===== config.mk =====
export PLATFORM = sky130hd
export DESIGN_NAME = kctc_cell
export DESIGN_NICKNAME = d
export VERILOG_FILES = /design/src/hw/rtl/assert_macros.svh /design/src/hw/rtl/kctc_pkg.sv /design/src/hw/rtl/kctc_cell.sv
export SDC_FILE = /design/constraint.sdc
export NUM_CORES = 1
export LEC_CHECK = 0
export BUFFER_PORTS_ARGS = -buffer_cell sky130_fd_sc_hd__buf_2
export CORE_AREA = 2 2 256 258
export CTS_CLUSTER_SIZE = 20
export DETAILED_ROUTE_END_ITERATION = 12
export DIE_AREA = 0 0 258 260
export HOLD_SLACK_MARGIN = 0.06
export PLACE_DENSITY = 0.73
export SYNTH_ARGS = -nofsm -noshare
export SYNTH_HDL_FRONTEND = slang
export SYNTH_SLANG_ARGS = --single-unit

===== constraint.sdc =====
create_clock -name i_clk -period 11.3 [get_ports i_clk]
set_input_delay 0.565 -clock i_clk [delete_from_list [all_inputs] [get_ports i_clk]]
set_output_delay 0.565 -clock i_clk [all_outputs]
set_load 0.01 [all_outputs]

===== src/hw/rtl/assert_macros.svh =====
// Assertion macros shared by the RTL of the transfer credit table.
// No dependencies; included by modules that carry concurrent checks.
`ifndef ASSERT_MACROS_SVH
`define ASSERT_MACROS_SVH

// Property that must hold at every clock edge outside of reset.
`define ASSERT_ALWAYS(label, clk, rst_n, prop, msg) \
    label: assert property (@(posedge clk) disable iff (!rst_n) (prop)) else $error(msg);

// Consequent must hold in the cycle after the antecedent, outside of reset.
`define ASSERT_NEXT(label, clk, rst_n, ante, cons, msg) \
    label: assert property (@(posedge clk) disable iff (!rst_n) (ante) |=> (cons)) \
        else $error(msg);

`endif


===== src/hw/rtl/kctc_pkg.sv =====
// Shared types and constants of the keyed transfer credit table.
// No dependencies; imported by kctc_cell, the top level and the testbench.
`timescale 1ns / 1ps

package kctc_pkg;

    localparam int KEY_W             = 64;
    localparam int CNT_W             = 64;
    localparam int SCORE_W           = 56;
    localparam int CREDIT_BASE       = 1000;
    localparam int SCORE_SHIFT       = 10;
    localparam int TABLE_ENTRIES_DEF = 256;

    // Command codes. The unused code behaves as a query.
    localparam logic [1:0] CMD_QUERY    = 2'd0;
    localparam logic [1:0] CMD_ADD_UP   = 2'd1;
    localparam logic [1:0] CMD_ADD_DOWN = 2'd2;

    // One request as it travels down the cell chain, together with its result so far.
    typedef struct packed {
        logic [1:0]       cmd;
        logic [KEY_W-1:0] key_high;
        logic [KEY_W-1:0] key_low;
        logic [CNT_W-1:0] amount;
        logic             hit;
        logic [CNT_W-1:0] up_total;
        logic [CNT_W-1:0] down_total;
    } t_item;

    function automatic logic is_add_cmd(input logic [1:0] cmd);
        return (cmd == CMD_ADD_UP) || (cmd == CMD_ADD_DOWN);
    endfunction

endpackage


===== src/hw/rtl/kctc_cell.sv =====
// One entry cell of the credit table chain: holds a key and its two counters.
// Depends on kctc_pkg; instantiated in a row by keyed_transfer_credit_table_unit.
`timescale 1ns / 1ps

module kctc_cell #(
    parameter int CELL_IDX = 0,
    parameter int USED_W   = 9
) (
    input  logic                i_clk,
    input  logic                i_rst_n,
    input  logic                i_en,
    input  logic                i_valid,
    input  kctc_pkg::t_item     i_item,
    input  logic [USED_W-1:0]   i_used,
    output logic                o_valid,
    output kctc_pkg::t_item     o_item,
    output logic                o_create
);
    import kctc_pkg::*;

    localparam logic [USED_W-1:0] IDX = USED_W'(CELL_IDX);

    logic             r_valid;
    t_item            r_item;
    logic [KEY_W-1:0] r_key_high;
    logic [KEY_W-1:0] r_key_low;
    logic [CNT_W-1:0] r_up;
    logic [CNT_W-1:0] r_down;

    logic             w_live;
    logic             w_match;
    logic             w_create;
    logic             w_take;
    logic [CNT_W-1:0] w_base_up;
    logic [CNT_W-1:0] w_base_down;
    logic [CNT_W-1:0] n_up;
    logic [CNT_W-1:0] n_down;
    t_item            n_item;

    // A cell is in use when its index lies below the fill count; slots fill in order.
    assign w_live   = i_valid && !i_item.hit;
    assign w_match  = w_live && (i_used > IDX)
                   && (r_key_high == i_item.key_high) && (r_key_low == i_item.key_low);
    assign w_create = w_live && is_add_cmd(i_item.cmd) && (i_used == IDX);
    assign w_take   = w_match || w_create;

    assign w_base_up   = w_create ? '0 : r_up;
    assign w_base_down = w_create ? '0 : r_down;
    assign n_up   = w_base_up   + ((i_item.cmd == CMD_ADD_UP)   ? i_item.amount : '0);
    assign n_down = w_base_down + ((i_item.cmd == CMD_ADD_DOWN) ? i_item.amount : '0);

    always_comb begin
        n_item = i_item;
        if (w_take) begin
            n_item.hit        = 1'b1;
            n_item.up_total   = n_up;
            n_item.down_total = n_down;
        end
    end

    always_ff @(posedge i_clk) begin
        if (!i_rst_n) begin
            r_valid <= 1'b0;
        end else if (i_en) begin
            r_valid <= i_valid;
        end
    end

    always_ff @(posedge i_clk) begin
        if (i_en) begin
            r_item <= n_item;
            if (w_take && is_add_cmd(i_item.cmd)) begin
                r_up   <= n_up;
                r_down <= n_down;
            end
            if (w_create) begin
                r_key_high <= i_item.key_high;
                r_key_low  <= i_item.key_low;
            end
        end
    end

    assign o_valid  = r_valid;
    assign o_item   = r_item;
    assign o_create = i_en && w_create;

endmodule


=== Word level (Yosys, flattened, before mapping) ===
Cells that the tools add are included.

* Flip-flop bits (word level): 580
* Input port bits: 336
* Output and inout bits: 325
* Logic and storage cells: 38

* Add/sub/neg operators: 2
* Magnitude comparators: 1
* Equal/unequal tests: 4
* Multiplexer cells: 5
* Reduce and logical (&&, ||, !) cells: 14

{| class="wikitable"
|+ Operators by type and width
! kind !! count
|-
| two-way mux 64 bit || 4
|-
| adder 64 bit || 2
|-
| == test 64 bit || 2
|-
| two-way mux 128 bit || 1
|-
| greater-than comparator 9 x 1 -> 1 bit, second input constant || 1
|-
| zero test 9 bit || 1
|-
| logical AND 1 bit || 8
|-
| AND reduction 2 bit || 2
|-
| == test 2 x 1 -> 1 bit, second input constant || 1
|-
| == test 2 bit, second input constant || 1
|-
| logical OR 1 bit || 2
|-
| zero test 1 bit || 1
|}

=== Logic depth before layout (Yosys ltp) ===
Gate-level depths: netlist of the first run.

* Depth in word-level cells: 8
* Gate-level depth with buffers: 19
* Gate-level depth less buffers: 16

=== Worst setup path after synthesis of the first run ===
Ideal clock, no wire load.

* Kind: input -> register
* Start: in i_item[293] (netlist bit)
* End: reg r_down[0], enable pin
* Arrival: 10.897 ns
* Path slack: -0.370 ns
* Stages: 9
* Buffers on the path: 1
* Cell sequence: xor2_1 > or4_1 > nor4b_1 > nand3_1 > nor3_1 > nand3_1 > and2_1 > clkbuf_1 > nor3_1

* Cells in the longest elaborated chain, start to end: 6

{| class="wikitable"
|+ Ends and longest elaborated chain
! what !! line !! text
|-
| start: declaration || kctc_cell.sv:13 || <nowiki>input kctc_pkg::t_item i_item,</nowiki>
|-
| == test 64 bit || kctc_cell.sv:43 || <nowiki>&& (r_key_high == i_item.key_high) && (r_key_low == i_item.key_low);</nowiki>
|-
| logical AND 1 bit (2 in series) || kctc_cell.sv:43 ||
|-
| logical OR 1 bit || kctc_cell.sv:45 || <nowiki>assign w_take = w_match || w_create;</nowiki>
|-
| logical AND 1 bit || kctc_cell.sv:72 || <nowiki>if (w_take && is_add_cmd(i_item.cmd)) begin</nowiki>
|-
| AND reduction 2 bit (no line) || n/a ||
|-
| end signal: assignment || kctc_cell.sv:74 || <nowiki>r_down <= n_down;</nowiki>
|-
| end: declaration || kctc_cell.sv:28 || <nowiki>logic [CNT_W-1:0] r_down;</nowiki>
|}

Every way passes these cells.
A chain may end at the register's enable or synchronous reset.

==> results of run 1 <==
[stage by stage]
| stage | utilization | power, uW |
|---|---|---|
| global placement | 0.535 | 3090 |
| global route | 0.567 | 5260 |
| finish | 0.567 | 5110 |
| detailed placement | 0.535 | 3100 |
| floorplan | - | 2800 |
| CTS | 0.567 | 5140 |
[how the worst max path moves through the flow]
stage,to,slack [ps],cells past startpoint
4_1_cts,o_item[120]$_DFFE_PP_,6030,17
3_3_place_gp,o_item[120]$_DFFE_PP_,5410,17
3_5_place_dp,o_item[120]$_DFFE_PP_,5350,17
6_report,o_item[120]$_DFFE_PP_,5950,17
5_1_grt,o_item[120]$_DFFE_PP_,5680,17
2_1_floorplan,r_key_high[0]$_DFFE_PP_,3320,7
[cell families (layout without fill, tap and decap cells)]
kind of cell             count (synthesis)  count (layout)  synth area share
XOR/XNOR                               205             205            0.0598
AO/OA/AOI/OAI                          472             472             0.101
other                                    0               2                 0
adder cells (fa/ha/maj)                130             130            0.0544
buffers and inverters                  157             856            0.0203
multiplexers                           122             122            0.0454
flip-flops                             580             580             0.577
AND/OR/NAND/NOR                        779             779             0.142
[routing by layer]
metal	up-vias	track usage
met1	11000	0.337
met2	1066	0.469
met4	10	0.0856
met3	159	0.0452
li1	10400	-
met5	-	0
[report_power, final]
group / switching, uW / internal (uW)
registers: 30.3 / 2480
clock network: 878 / 1170
logic: 339 / 212
total: 1250 / 3860
[area by class of cell]
class,instances,area share
inverter,68,0.00702
antenna,2,0.000138
multi-input combinational,1708,0.335
clock buffer,72,0.0437
timing repair buffer,673,0.0938
clock inverter,43,0.0122
sequential,580,0.479
tap,855,0.0294
[state kept, by name, indices dropped and copies added (netlist names)]
register    count
o_item        323
o_valid         1
r_down         64
r_key_high     64
r_key_low      64
r_up           64
[cell usage in the layout (no fill, tap or decap), types with 62 or more instances in the layout]
cell	Yosys	routed
a21o_1	80	80
a21oi_1	160	160
and2_1	259	259
buf_2	16	659
clkbuf_16	0	62
edfxtp_1	579	579
ha_1	128	126
inv_1	68	68
mux2_2	117	117
nand2_1	138	136
nor2_1	105	104
o21ai_0	78	78
xnor2_1	100	100
xor2_1	104	104
[worst register-to-register path, delay by kind of cell, from the launching register on]
kind	cells	cell delay [ps]
flops	1	380
xor+xnor	1	250
simple gates	7	2480
buf+inv	2	1080
==> qor.csv, run 1 <==
stage;metric;value;unit
outcome;status;complete, no violations;
synth;ys async rst share;0;
worst_setup_path;slack of the worst reg-to-reg path;6680;ps
drt;DR top layer;met5;
drt;post-route DRC violation count;0;
global_routing;first-pass GRT wire length;137000;um
worst_hold_path;Hold Crit Depth;1;
synth;number of synthesized flops with an enable pin;579;
drt;WL/cell;23.1;um
worst_hold_path;Hold Path Class;input port to flip-flop;
timing;RSZ-0062 raised after global routing;no;
layout;share of cells above drive strength 1;0.293;
drt;Routed Antenna Nets;0;
clock_tree;postcts setup bufs;0;
worst_setup_path;Crit-path slowest cell;or3b_4;
clock_tree;hold buffer count at cts;0;
clock_tree;CTS Buffer Depth;3;
layout;Fillers;5318;
synth;Mapped Cells;2445;
timing;hold slack;151;ps
synth;most area-consuming cells after synthesis;edfxtp_1 58%, and2_1 5.4%, ha_1 5.3%, mux2_2 4.4%, xor2_1 3.0%;
drt;via count;22600;
layout;Total Nets Final;3558;
worst_setup_path;WP buf/inv;1;
timing;Worst-Margin Slew;1150;ps
worst_setup_path;Required @ worst endpoint;11690;ps
worst_setup_path;CP Data Arrival Time;5740;ps
synth;FF+latch count, synth;580;
timing;Slew HR;0.234;
clock_tree;Worst-path clk slew;60;ps
drt;vias per cell;5.65;
synth;Main synth FF type;edfxtp_1;
drt;met1 wire length;36500;um
floorplan;total core area;0.0641;mm^2
place;setup slack at placement;5350;ps
drt;DRT Pass-1 Iters;5;
worst_setup_path;Crit. End Element;flip-flop;
clock_tree;clk_lat worst skew;640;ps
layout;fin area;0.0364;mm^2
clock_tree;Num Clock Sinks;580;
worst_hold_path;hold_sp;i_item[311];
drt;met2 wire len;46300;um
synth;share of the synthesized area in the top cell type;0.577;
worst_setup_path;CP max stage delay;700;ps
clock_tree;post-cts resize count;0;
timing;Fin. Hold Viols;0;
drt;First DRT Iteration DRCs;1944;
global_routing;grt total ovfl;0;
timing;fmax;0.187;GHz
place;Post-DP Area;0.0343;mm^2
timing;Final Skew;22.3;ps
synth;most frequent cell after synthesis;edfxtp_1;
floorplan;width of the die;258;um
synth;sequential-to-total area share from yosys stat;0.577;
drt;Detailed Route WL;92600;um
floorplan;num ports;661;
timing;Tmin final;5350;ps
place;# port buffers;660;
timing;PnR worst setup slack;5950;ps
global_routing;antenna violations before repair;12;
layout;area grow syn2layout;20.6;%
worst_setup_path;crit-path max FO;74;
worst_hold_path;Hold Path End;o_item[311]$_DFFE_PP_;
place;post-DP HPWL;70700;um
global_routing;largest net degree at the start of global routing;79;
drt;routed wl met3;6790;um
flow_run;Max Cap Viol;0;
floorplan;row count;93;
layout;footprint of the multi-input gates;0.0122;mm^2
worst_setup_path;crit path kind;input port to flip-flop;
worst_setup_path;Worst Setup SP;i_used[5];
power_and_ir_drop;P per Cell Area;141;mW/mm^2
worst_setup_path;Critical Path Start Type;input port;
synth;Syn Nets;2911;
worst_setup_path;crit-path leading delay family;compound AO/OA/AOI/OAI gates;
power_and_ir_drop;Leakage;0.0148;uW
power_and_ir_drop;VDD IR max;130;uV
worst_setup_path;most used cell along the critical path;o21ai_1;
synth;yosys synthesis warning count;0;
global_routing;GRT Util Overall;0.267;
timing;Setup Total Neg Slack;0;ps
floorplan;Die Y;260;um
synth;library cell with the largest summed area after synthesis;edfxtp_1;
synth;Syn Area/Cell;12.3;um^2
place;Final Wtd Congestion;0.934;
timing;fin crit share;0.473;
synth;Commonest cells post-synth;579 x edfxtp_1, 259 x and2_1, 160 x a21oi_1;
layout;final cell count without fillers;4001;
synth;mapped cell area;0.0301;mm^2
floorplan;DIE AREA;0.0671;mm^2
timing;Final Setup Violations;0;
clock_tree;Num CTS Buffers;61;
worst_setup_path;reg2reg path depth;10;
synth;synth unique cells;78;
worst_setup_path;worst-path cell chain;buf_2 > nor4_1 > nand3_1 > or3b_4 > and2_1 > ha_1 > fa_1 > a21oi_1 > o21ai_0 > o21ai_1 > a31oi_2 > a211oi_1 > o21ai_1 > a41o_1 > a41oi_2 > xnor2_1 > mux2_2;
timing;Final Max Tran Viols;0;
clock_tree;root buffer cell;clkbuf_16;
worst_setup_path;reg2reg start;r_key_high[30]$_DFFE_PP_;
worst_setup_path;r2r endpoint;r_up[26]$_DFFE_PP_;
clock_tree;CTS tree;built;
layout;Register Area;0.0174;mm^2
floorplan;Initial Util;0.470;
place;dpl cells;3884;
global_routing;vias in the first global route;22600;
clock_tree;H-tree level count;2;
(Power assumes the default switching activity.)
==> run 2: changes to the inputs <==
clock period = 4.7 ns   (was 11.3 ns; I/O delays follow)
==> run 2 against run 1 <==
  * Highest routed layer unchanged
  * Largest power group unchanged
  * Die area stayed put
  * Clock-buffer cell count is 6 higher
  * Sequential share of layout area fell by 5.6 points
  * Register-to-register slack got worse by 5800 ps
  * First-iteration DRC count is 9.3% higher
  * Cell area is 13% higher
  * Global-route usage increased by 3.6 points
  * Clock power grew to 2.6 times the previous value
  * Critical path depth grew 4
  * Flip-flop and latch count stayed put
  * Clock skew hardly changed
==> qor.csv, run 2 (synthesized netlist as in run 1, its figures left out) <==
stage;metric;value;unit
worst_setup_path;Critical Path Start Type;input port;
global_routing;vias in the first global route;25500;
layout;Total Nets Final;4045;
floorplan;total core area;0.0641;mm^2
timing;Worst-Margin Slew;970;ps
drt;post-route DRC violation count;0;
place;Final Wtd Congestion;1.00;
place;post-DP HPWL;75400;um
drt;via count;24900;
worst_setup_path;worst-path cell chain;dlygate4sd3_1 > buf_2 > nor2b_1 > buf_4 > or3b_4 > and2_1 > ha_1 > fa_1 > a21oi_1 > o21ai_1 > o21ai_1 > buf_4 > a31oi_2 > buf_4 > a31oi_1 > buf_4 > o31ai_4 > a21oi_2 > o21bai_1 > xor2_1 > mux2_2;
drt;vias per cell;5.56;
worst_setup_path;CP Data Arrival Time;4970;ps
power_and_ir_drop;clock share of power;0.408;
power_and_ir_drop;internal power;9780;uW
drt;met2 wire len;52100;um
worst_setup_path;WP buf/inv;6;
clock_tree;CTS Buffer Depth;3;
layout;share of cells above drive strength 1;0.303;
power_and_ir_drop;Logic pwr share;0.128;
floorplan;row count;93;
clock_tree;clk_lat worst skew;600;ps
power_and_ir_drop;P per Cell Area;316;mW/mm^2
clock_tree;root buffer cell;clkbuf_16;
global_routing;antenna violations before repair;3;
worst_setup_path;most used cell along the critical path;buf_4;
power_and_ir_drop;Sw Ratio;0.249;
timing;Final Setup Violations;0;
timing;fmax;0.216;GHz
global_routing;largest net degree at the start of global routing;145;
outcome;status;complete, no violations;
drt;Detailed Route WL;105000;um
timing;Slew HR;0.353;
layout;most frequent cells in the layout;659 x buf_2, 579 x edfxtp_1, 323 x dlygate4sd3_1;
clock_tree;H-tree level count;3;
floorplan;Die Y;260;um
worst_setup_path;CP max stage delay;540;ps
clock_tree;postcts setup bufs;0;
worst_setup_path;reg2reg path depth;16;
power_and_ir_drop;sequential fraction of design power;0.464;
timing;Final Skew;22.5;ps
floorplan;num ports;661;
floorplan;width of the die;258;um
power_and_ir_drop;Leakage;0.0170;uW
global_routing;grt total ovfl;0;
layout;Largest register FFs;323;
drt;DR top layer;met5;
timing;PnR worst setup slack;78.6;ps
layout;most common cell after layout, fill and taps aside;buf_2;
power_and_ir_drop;VDD IR max;488;uV
worst_hold_path;Hold Crit Depth;3;
timing;Fin. Hold Viols;0;
worst_setup_path;crit path kind;input port to flip-flop;
timing;hold slack;90.1;ps
floorplan;DIE AREA;0.0671;mm^2
timing;Tmin final;4620;ps
global_routing;first-pass GRT wire length;154000;um
power_and_ir_drop;Net Switching;3240;uW
layout;area grow syn2layout;36.7;%
worst_setup_path;crit-path leading delay family;compound AO/OA/AOI/OAI gates;
clock_tree;CTS tree;built;
worst_setup_path;Crit. End Element;flip-flop;
drt;WL/cell;23.3;um
layout;# diodes;0;
drt;DRT Pass-1 Iters;6;
drt;routed wl met3;7660;um
layout;Fillers;4750;
timing;fin crit share;0.983;
clock_tree;Num CTS Buffers;67;
worst_setup_path;crit-path max FO;4;
place;Post-DP Area;0.0357;mm^2
place;setup slack at placement;-264;ps
place;# port buffers;660;
clock_tree;Num Clock Sinks;580;
global_routing;GRT Util Overall;0.303;
drt;First DRT Iteration DRCs;2124;
worst_setup_path;CP Depth;21;
clock_tree;Worst-path clk slew;60;ps
layout;fin area;0.0412;mm^2
timing;Final Max Tran Viols;0;
power_and_ir_drop;Tot Pwr;13000;uW
timing;RSZ-0062 raised after global routing;yes;
worst_setup_path;Crit-path slowest cell;dlygate4sd3_1;
flow_run;Max Cap Viol;0;
worst_setup_path;Required @ worst endpoint;5040;ps
drt;met1 wire length;40500;um
worst_hold_path;Hold Path Class;input port to flip-flop;
drt;Routed Antenna Nets;0;
floorplan;Initial Util;0.470;
==> run 2: layer usage <==
metal  track usage  vias to the layer above
met5             0                        -
met4         0.126                        4
met3        0.0533                      223
met2         0.531                     1247
met1         0.370                    12100
li1              -                    11400
==> run 2: path summary, 6_finish.rpt <==
kind | startpoint | endpoint | slack [ps]
setup / recovery | i_item[128] | o_item[122]$_DFFE_PP_ | 80
hold / removal | i_item[2] | o_item[2]$_DFFE_PP_ | 90
setup reg to reg | r_up[0]$_DFFE_PP_ | o_item[122]$_DFFE_PP_ | 840
hold reg to reg | o_valid$_SDFFE_PN0P_ | o_valid$_SDFFE_PN0P_ | 580
==> run 2: power by group through the flow <==
stage	registers, uW	clock network (uW)	logic [uW]
after CTS	6030	5370	1630
final	6040	5320	1670
after floorplan	6250	0	486
after global routing	6050	5590	1770
after global placement	6130	0	1390
after detailed placement	6130	0	1410
==> run 2: area by class of cell <==
type,count,area [um^2],area share
flip-flops and latches,580,17400,0.422
multi-input cells,1708,12300,0.298
repair buffers,1154,7980,0.194
clock buffers,78,1740,0.0422
well taps,855,1070,0.0260
clock inverters,43,463,0.0112
inverters,68,255,0.00619
==> run 2: through the flow <==
stage	util	setup TNS, ps	std cells
CTS	0.641	0	4486
global placement	0.556	-798	4042
detailed placement	0.556	-4210	4042
global route	0.643	-252	4486
finish	0.643	0	4486
floorplan	-	-96820	2445
==> run 2: timing repair <==
action / in CTS / in global routing
endpoints found under the setup margin: 0 / 45
resized for setup: 0 / 26
hold buffers: 323 / 0
endpoints found under the hold margin: 486 / 0
==> run 2: tightest hold or removal path, cell delays in order <==
cell,delay (ps)
buf_2,130
nor2_1,60
nor2_1,130
==> run 3: changes to the inputs <==
ABC_AREA = 1   (was unset)
CORE_AREA = unset   (was 2 2 256 258)
CORE_ASPECT_RATIO = 1.75   (was unset)
CORE_UTILIZATION = 51   (was unset)
DIE_AREA = unset   (was 0 0 258 260)
PLACE_DENSITY = 0.77   (was 0.73)
==> run 3 against run 2 <==
  * Combinational power rose by 7%
  * First-iteration DRC count is 42% higher
  * Utilization up 1.5 points
  * Via count rose by 40%
  * Sequential power barely moved
  * Critical endpoint is now o_item[45]$_DFFE_PP_
  * Largest cell class unchanged
==> qor.csv, run 3 <==
stage;metric;value;unit
global_routing;vias in the first global route;35800;
worst_setup_path;slack of the worst reg-to-reg path;1300;ps
clock_tree;CTS tree;built;
power_and_ir_drop;internal power;9340;uW
power_and_ir_drop;clock share of power;0.383;
synth;mapped cell area;0.0353;mm^2
synth;Syn Nets;5129;
timing;hold slack;66.7;ps
synth;ys async rst share;0;
power_and_ir_drop;Logic pwr share;0.141;
worst_setup_path;CP max stage delay;530;ps
worst_setup_path;reg2reg path depth;14;
power_and_ir_drop;Sw Ratio;0.264;
floorplan;width of the die;201;um
layout;Total Nets Final;6144;
power_and_ir_drop;Net Switching;3360;uW
synth;most frequent cell after synthesis;nand2_1;
synth;FF+latch count, synth;580;
synth;number of synthesized flops with an enable pin;579;
place;Post-DP Area;0.0399;mm^2
timing;Worst-Margin Slew;950;ps
timing;PnR worst setup slack;363;ps
worst_setup_path;reg2reg start;r_key_low[24]$_DFFE_PP_;
timing;fin crit share;0.923;
worst_setup_path;WP buf/inv;7;
clock_tree;H-tree level count;2;
power_and_ir_drop;Leakage;0.0244;uW
synth;Commonest cells post-synth;1,962 x nand2_1, 1,039 x inv_1, 579 x edfxtp_1;
drt;via count;34900;
timing;Fin. Hold Viols;0;
power_and_ir_drop;P per Cell Area;282;mW/mm^2
place;# port buffers;660;
floorplan;DIE AREA;0.0703;mm^2
worst_setup_path;CP Depth;21;
synth;share of the synthesized area in the top cell type;0.493;
worst_setup_path;CP Data Arrival Time;4720;ps
drt;post-route DRC violation count;0;
timing;Tmin final;4340;ps
floorplan;num ports;661;
flow_run;Max Cap Viol;0;
synth;Mapped Cells;4663;
power_and_ir_drop;VDD IR max;283;uV
synth;yosys synthesis warning count;0;
place;setup slack at placement;599;ps
worst_setup_path;Crit. End Element;flip-flop;
layout;most frequent cells in the layout;1,960 x nand2_1, 1,039 x inv_1, 659 x buf_2;
floorplan;Die Y;350;um
worst_setup_path;Critical Path Start Type;input port;
drt;First DRT Iteration DRCs;3010;
synth;Syn Area/Cell;7.57;um^2
layout;fin area;0.0451;mm^2
clock_tree;Num CTS Buffers;54;
global_routing;grt total ovfl;0;
worst_setup_path;r2r endpoint;r_up[58]$_DFFE_PP_;
clock_tree;Worst-path clk slew;70;ps
worst_setup_path;crit-path max FO;49;
floorplan;row count;127;
synth;most area-consuming cells after synthesis;edfxtp_1 49%, nand2_1 21%, inv_1 11%, ha_1 4.5%, nand3_1 3.5%;
drt;Routed Antenna Nets;0;
floorplan;total core area;0.0685;mm^2
power_and_ir_drop;sequential fraction of design power;0.476;
worst_setup_path;Critical Path End;o_item[45]$_DFFE_PP_;
clock_tree;Num Clock Sinks;580;
floorplan;Initial Util;0.515;
drt;Detailed Route WL;150000;um
global_routing;GRT Util Overall;0.423;
global_routing;largest net degree at the start of global routing;155;
timing;fmax;0.231;GHz
worst_hold_path;Hold Path Class;input port to flip-flop;
synth;Main synth FF type;edfxtp_1;
worst_setup_path;worst-path cell chain;dlygate4sd3_1 > buf_2 > inv_1 > ha_2 > nor2_1 > nand2_4 > buf_12 > buf_4 > nand2_1 > inv_1 > ha_1 > nand2_1 > nor2_1 > nand2_1 > nor2_1 > buf_4 > nand3_1 > nand4_1 > nand2_1 > nand2_1 > nand2_1;
worst_setup_path;crit-path leading delay family;simple AND/OR/NAND/NOR gates;
drt;DRT Pass-1 Iters;8;
place;post-DP HPWL;112000;um
clock_tree;CTS Buffer Depth;3;
drt;vias per cell;5.27;
global_routing;first-pass GRT wire length;216000;um
layout;area grow syn2layout;27.7;%
worst_setup_path;most used cell along the critical path;nand2_1;
timing;Final Max Tran Viols;0;
synth;library cell with the largest summed area after synthesis;edfxtp_1;
timing;Final Setup Violations;0;
timing;Slew HR;0.367;
place;Final Wtd Congestion;0.985;
drt;WL/cell;22.7;um
synth;sequential-to-total area share from yosys stat;0.493;
worst_setup_path;Worst Setup SP;i_item[321];
synth;synth unique cells;28;
layout;share of cells above drive strength 1;0.142;
outcome;status;complete, no violations;
worst_setup_path;Required @ worst endpoint;5090;ps
global_routing;antenna violations before repair;13;
clock_tree;root buffer cell;clkbuf_16;
clock_tree;clk_lat worst skew;650;ps
power_and_ir_drop;Tot Pwr;12700;uW
timing;Final Skew;35.4;ps
worst_setup_path;crit path kind;input port to flip-flop;
timing;Setup Total Neg Slack;0;ps
layout;Largest register FFs;323;
worst_setup_path;Crit-path slowest cell;ha_1;
layout;most common cell after layout, fill and taps aside;nand2_1;
clock_tree;postcts setup bufs;0;
timing;RSZ-0062 raised after global routing;no;
[run 3: changes by cell type after synthesis, moves of 43 or more]
cell,change
mux2_2,-117
o21ai_0,-58
and2_1,-259
inv_1,+971
nand3_1,+223
nor2b_1,-43
nor2_1,+184
a21oi_1,-66
xnor2_1,-63
nand2_1,+1824
a21o_1,-80
[run 3: cell type report]
class | instances | area, um^2
flip-flops and latches | 580 | 17400
diodes | 7 | 17.5
clock buffers | 58 | 1390
repair buffers | 1029 | 7040
well taps | 903 | 1130
fillers | 5667 | 23400
clock inverters | 43 | 520
multi-input cells | 2973 | 13600
inverters | 1040 | 3900
[run 3: cell families (layout without fill, tap and decap cells)]
family                     Yosys count  in the layout  share of synthesized area
AOI/OAI and AO/OA                  137            137                     0.0209
xor gates and xnor gates           102            102                     0.0253
adders and majority gates          130            130                     0.0465
buffers and inverters             1110           2170                      0.121
DFF                                580            580                      0.493
other                                0              7                          0
and+or+nand+nor                   2604           2604                      0.293
[run 3: power groups by stage]
stage / Sequential, uW / Combinational [uW] / Clock, uW
floorplan: 6250 / 551 / 0
global placement: 6140 / 1490 / 0
detailed placement: 6140 / 1500 / 0
CTS: 6030 / 1730 / 4860
global route: 6060 / 1900 / 5040
finish: 6050 / 1790 / 4860
[run 3: worst min-delay path by stage]
stage	startpoint	endpoint	slack, ps	cells past startpoint
3_5_place_dp	i_item[322]	o_item[322]$_DFFE_PP_	460	1
2_1_floorplan	i_item[129]	o_item[129]$_DFFE_PP_	330	0
6_report	i_en	o_item[7]$_DFFE_PP_	70	1
5_1_grt	i_en	o_item[7]$_DFFE_PP_	100	1
4_1_cts	i_item[124]	o_item[124]$_DFFE_PP_	80	3
3_3_place_gp	i_item[228]	o_item[228]$_DFFE_PP_	450	1
[run 3: through the flow]
| step | std cells | util |
|---|---|---|
| global placement | 6207 | 0.583 |
| floorplan | 4663 | - |
| detailed placement | 6207 | 0.583 |
| global route | 6629 | 0.658 |
| CTS | 6626 | 0.658 |
| finish | 6633 | 0.658 |
[run 3: metal layers]
| layer | GRT usage | vias to the layer above | share of wire |
|---|---|---|---|
| li1 | - | 16400 | - |
| met1 | 0.408 | 16000 | 0.32 |
| met2 | 0.754 | 1973 | 0.50 |
| met3 | 0.0715 | 633 | 0.070 |
| met4 | 0.415 | 10 | 0.11 |
| met5 | 0 | - | 0.00051 |
[run 3: worst register-to-register path: cells and delay by family (launching register included)]
| kind | cells | cell delay (ps) |
|---|---|---|
| buffers and inverters | 3 | 480 |
| AND/OR/NAND/NOR | 11 | 1950 |
| flip-flops | 1 | 420 |
[run 3: what timing repair did]
action / 4_1_cts / 5_1_grt
gates resized for setup: 0 / 0
endpoints found under the hold margin: 445 / 0
hold buffers: 318 / 0
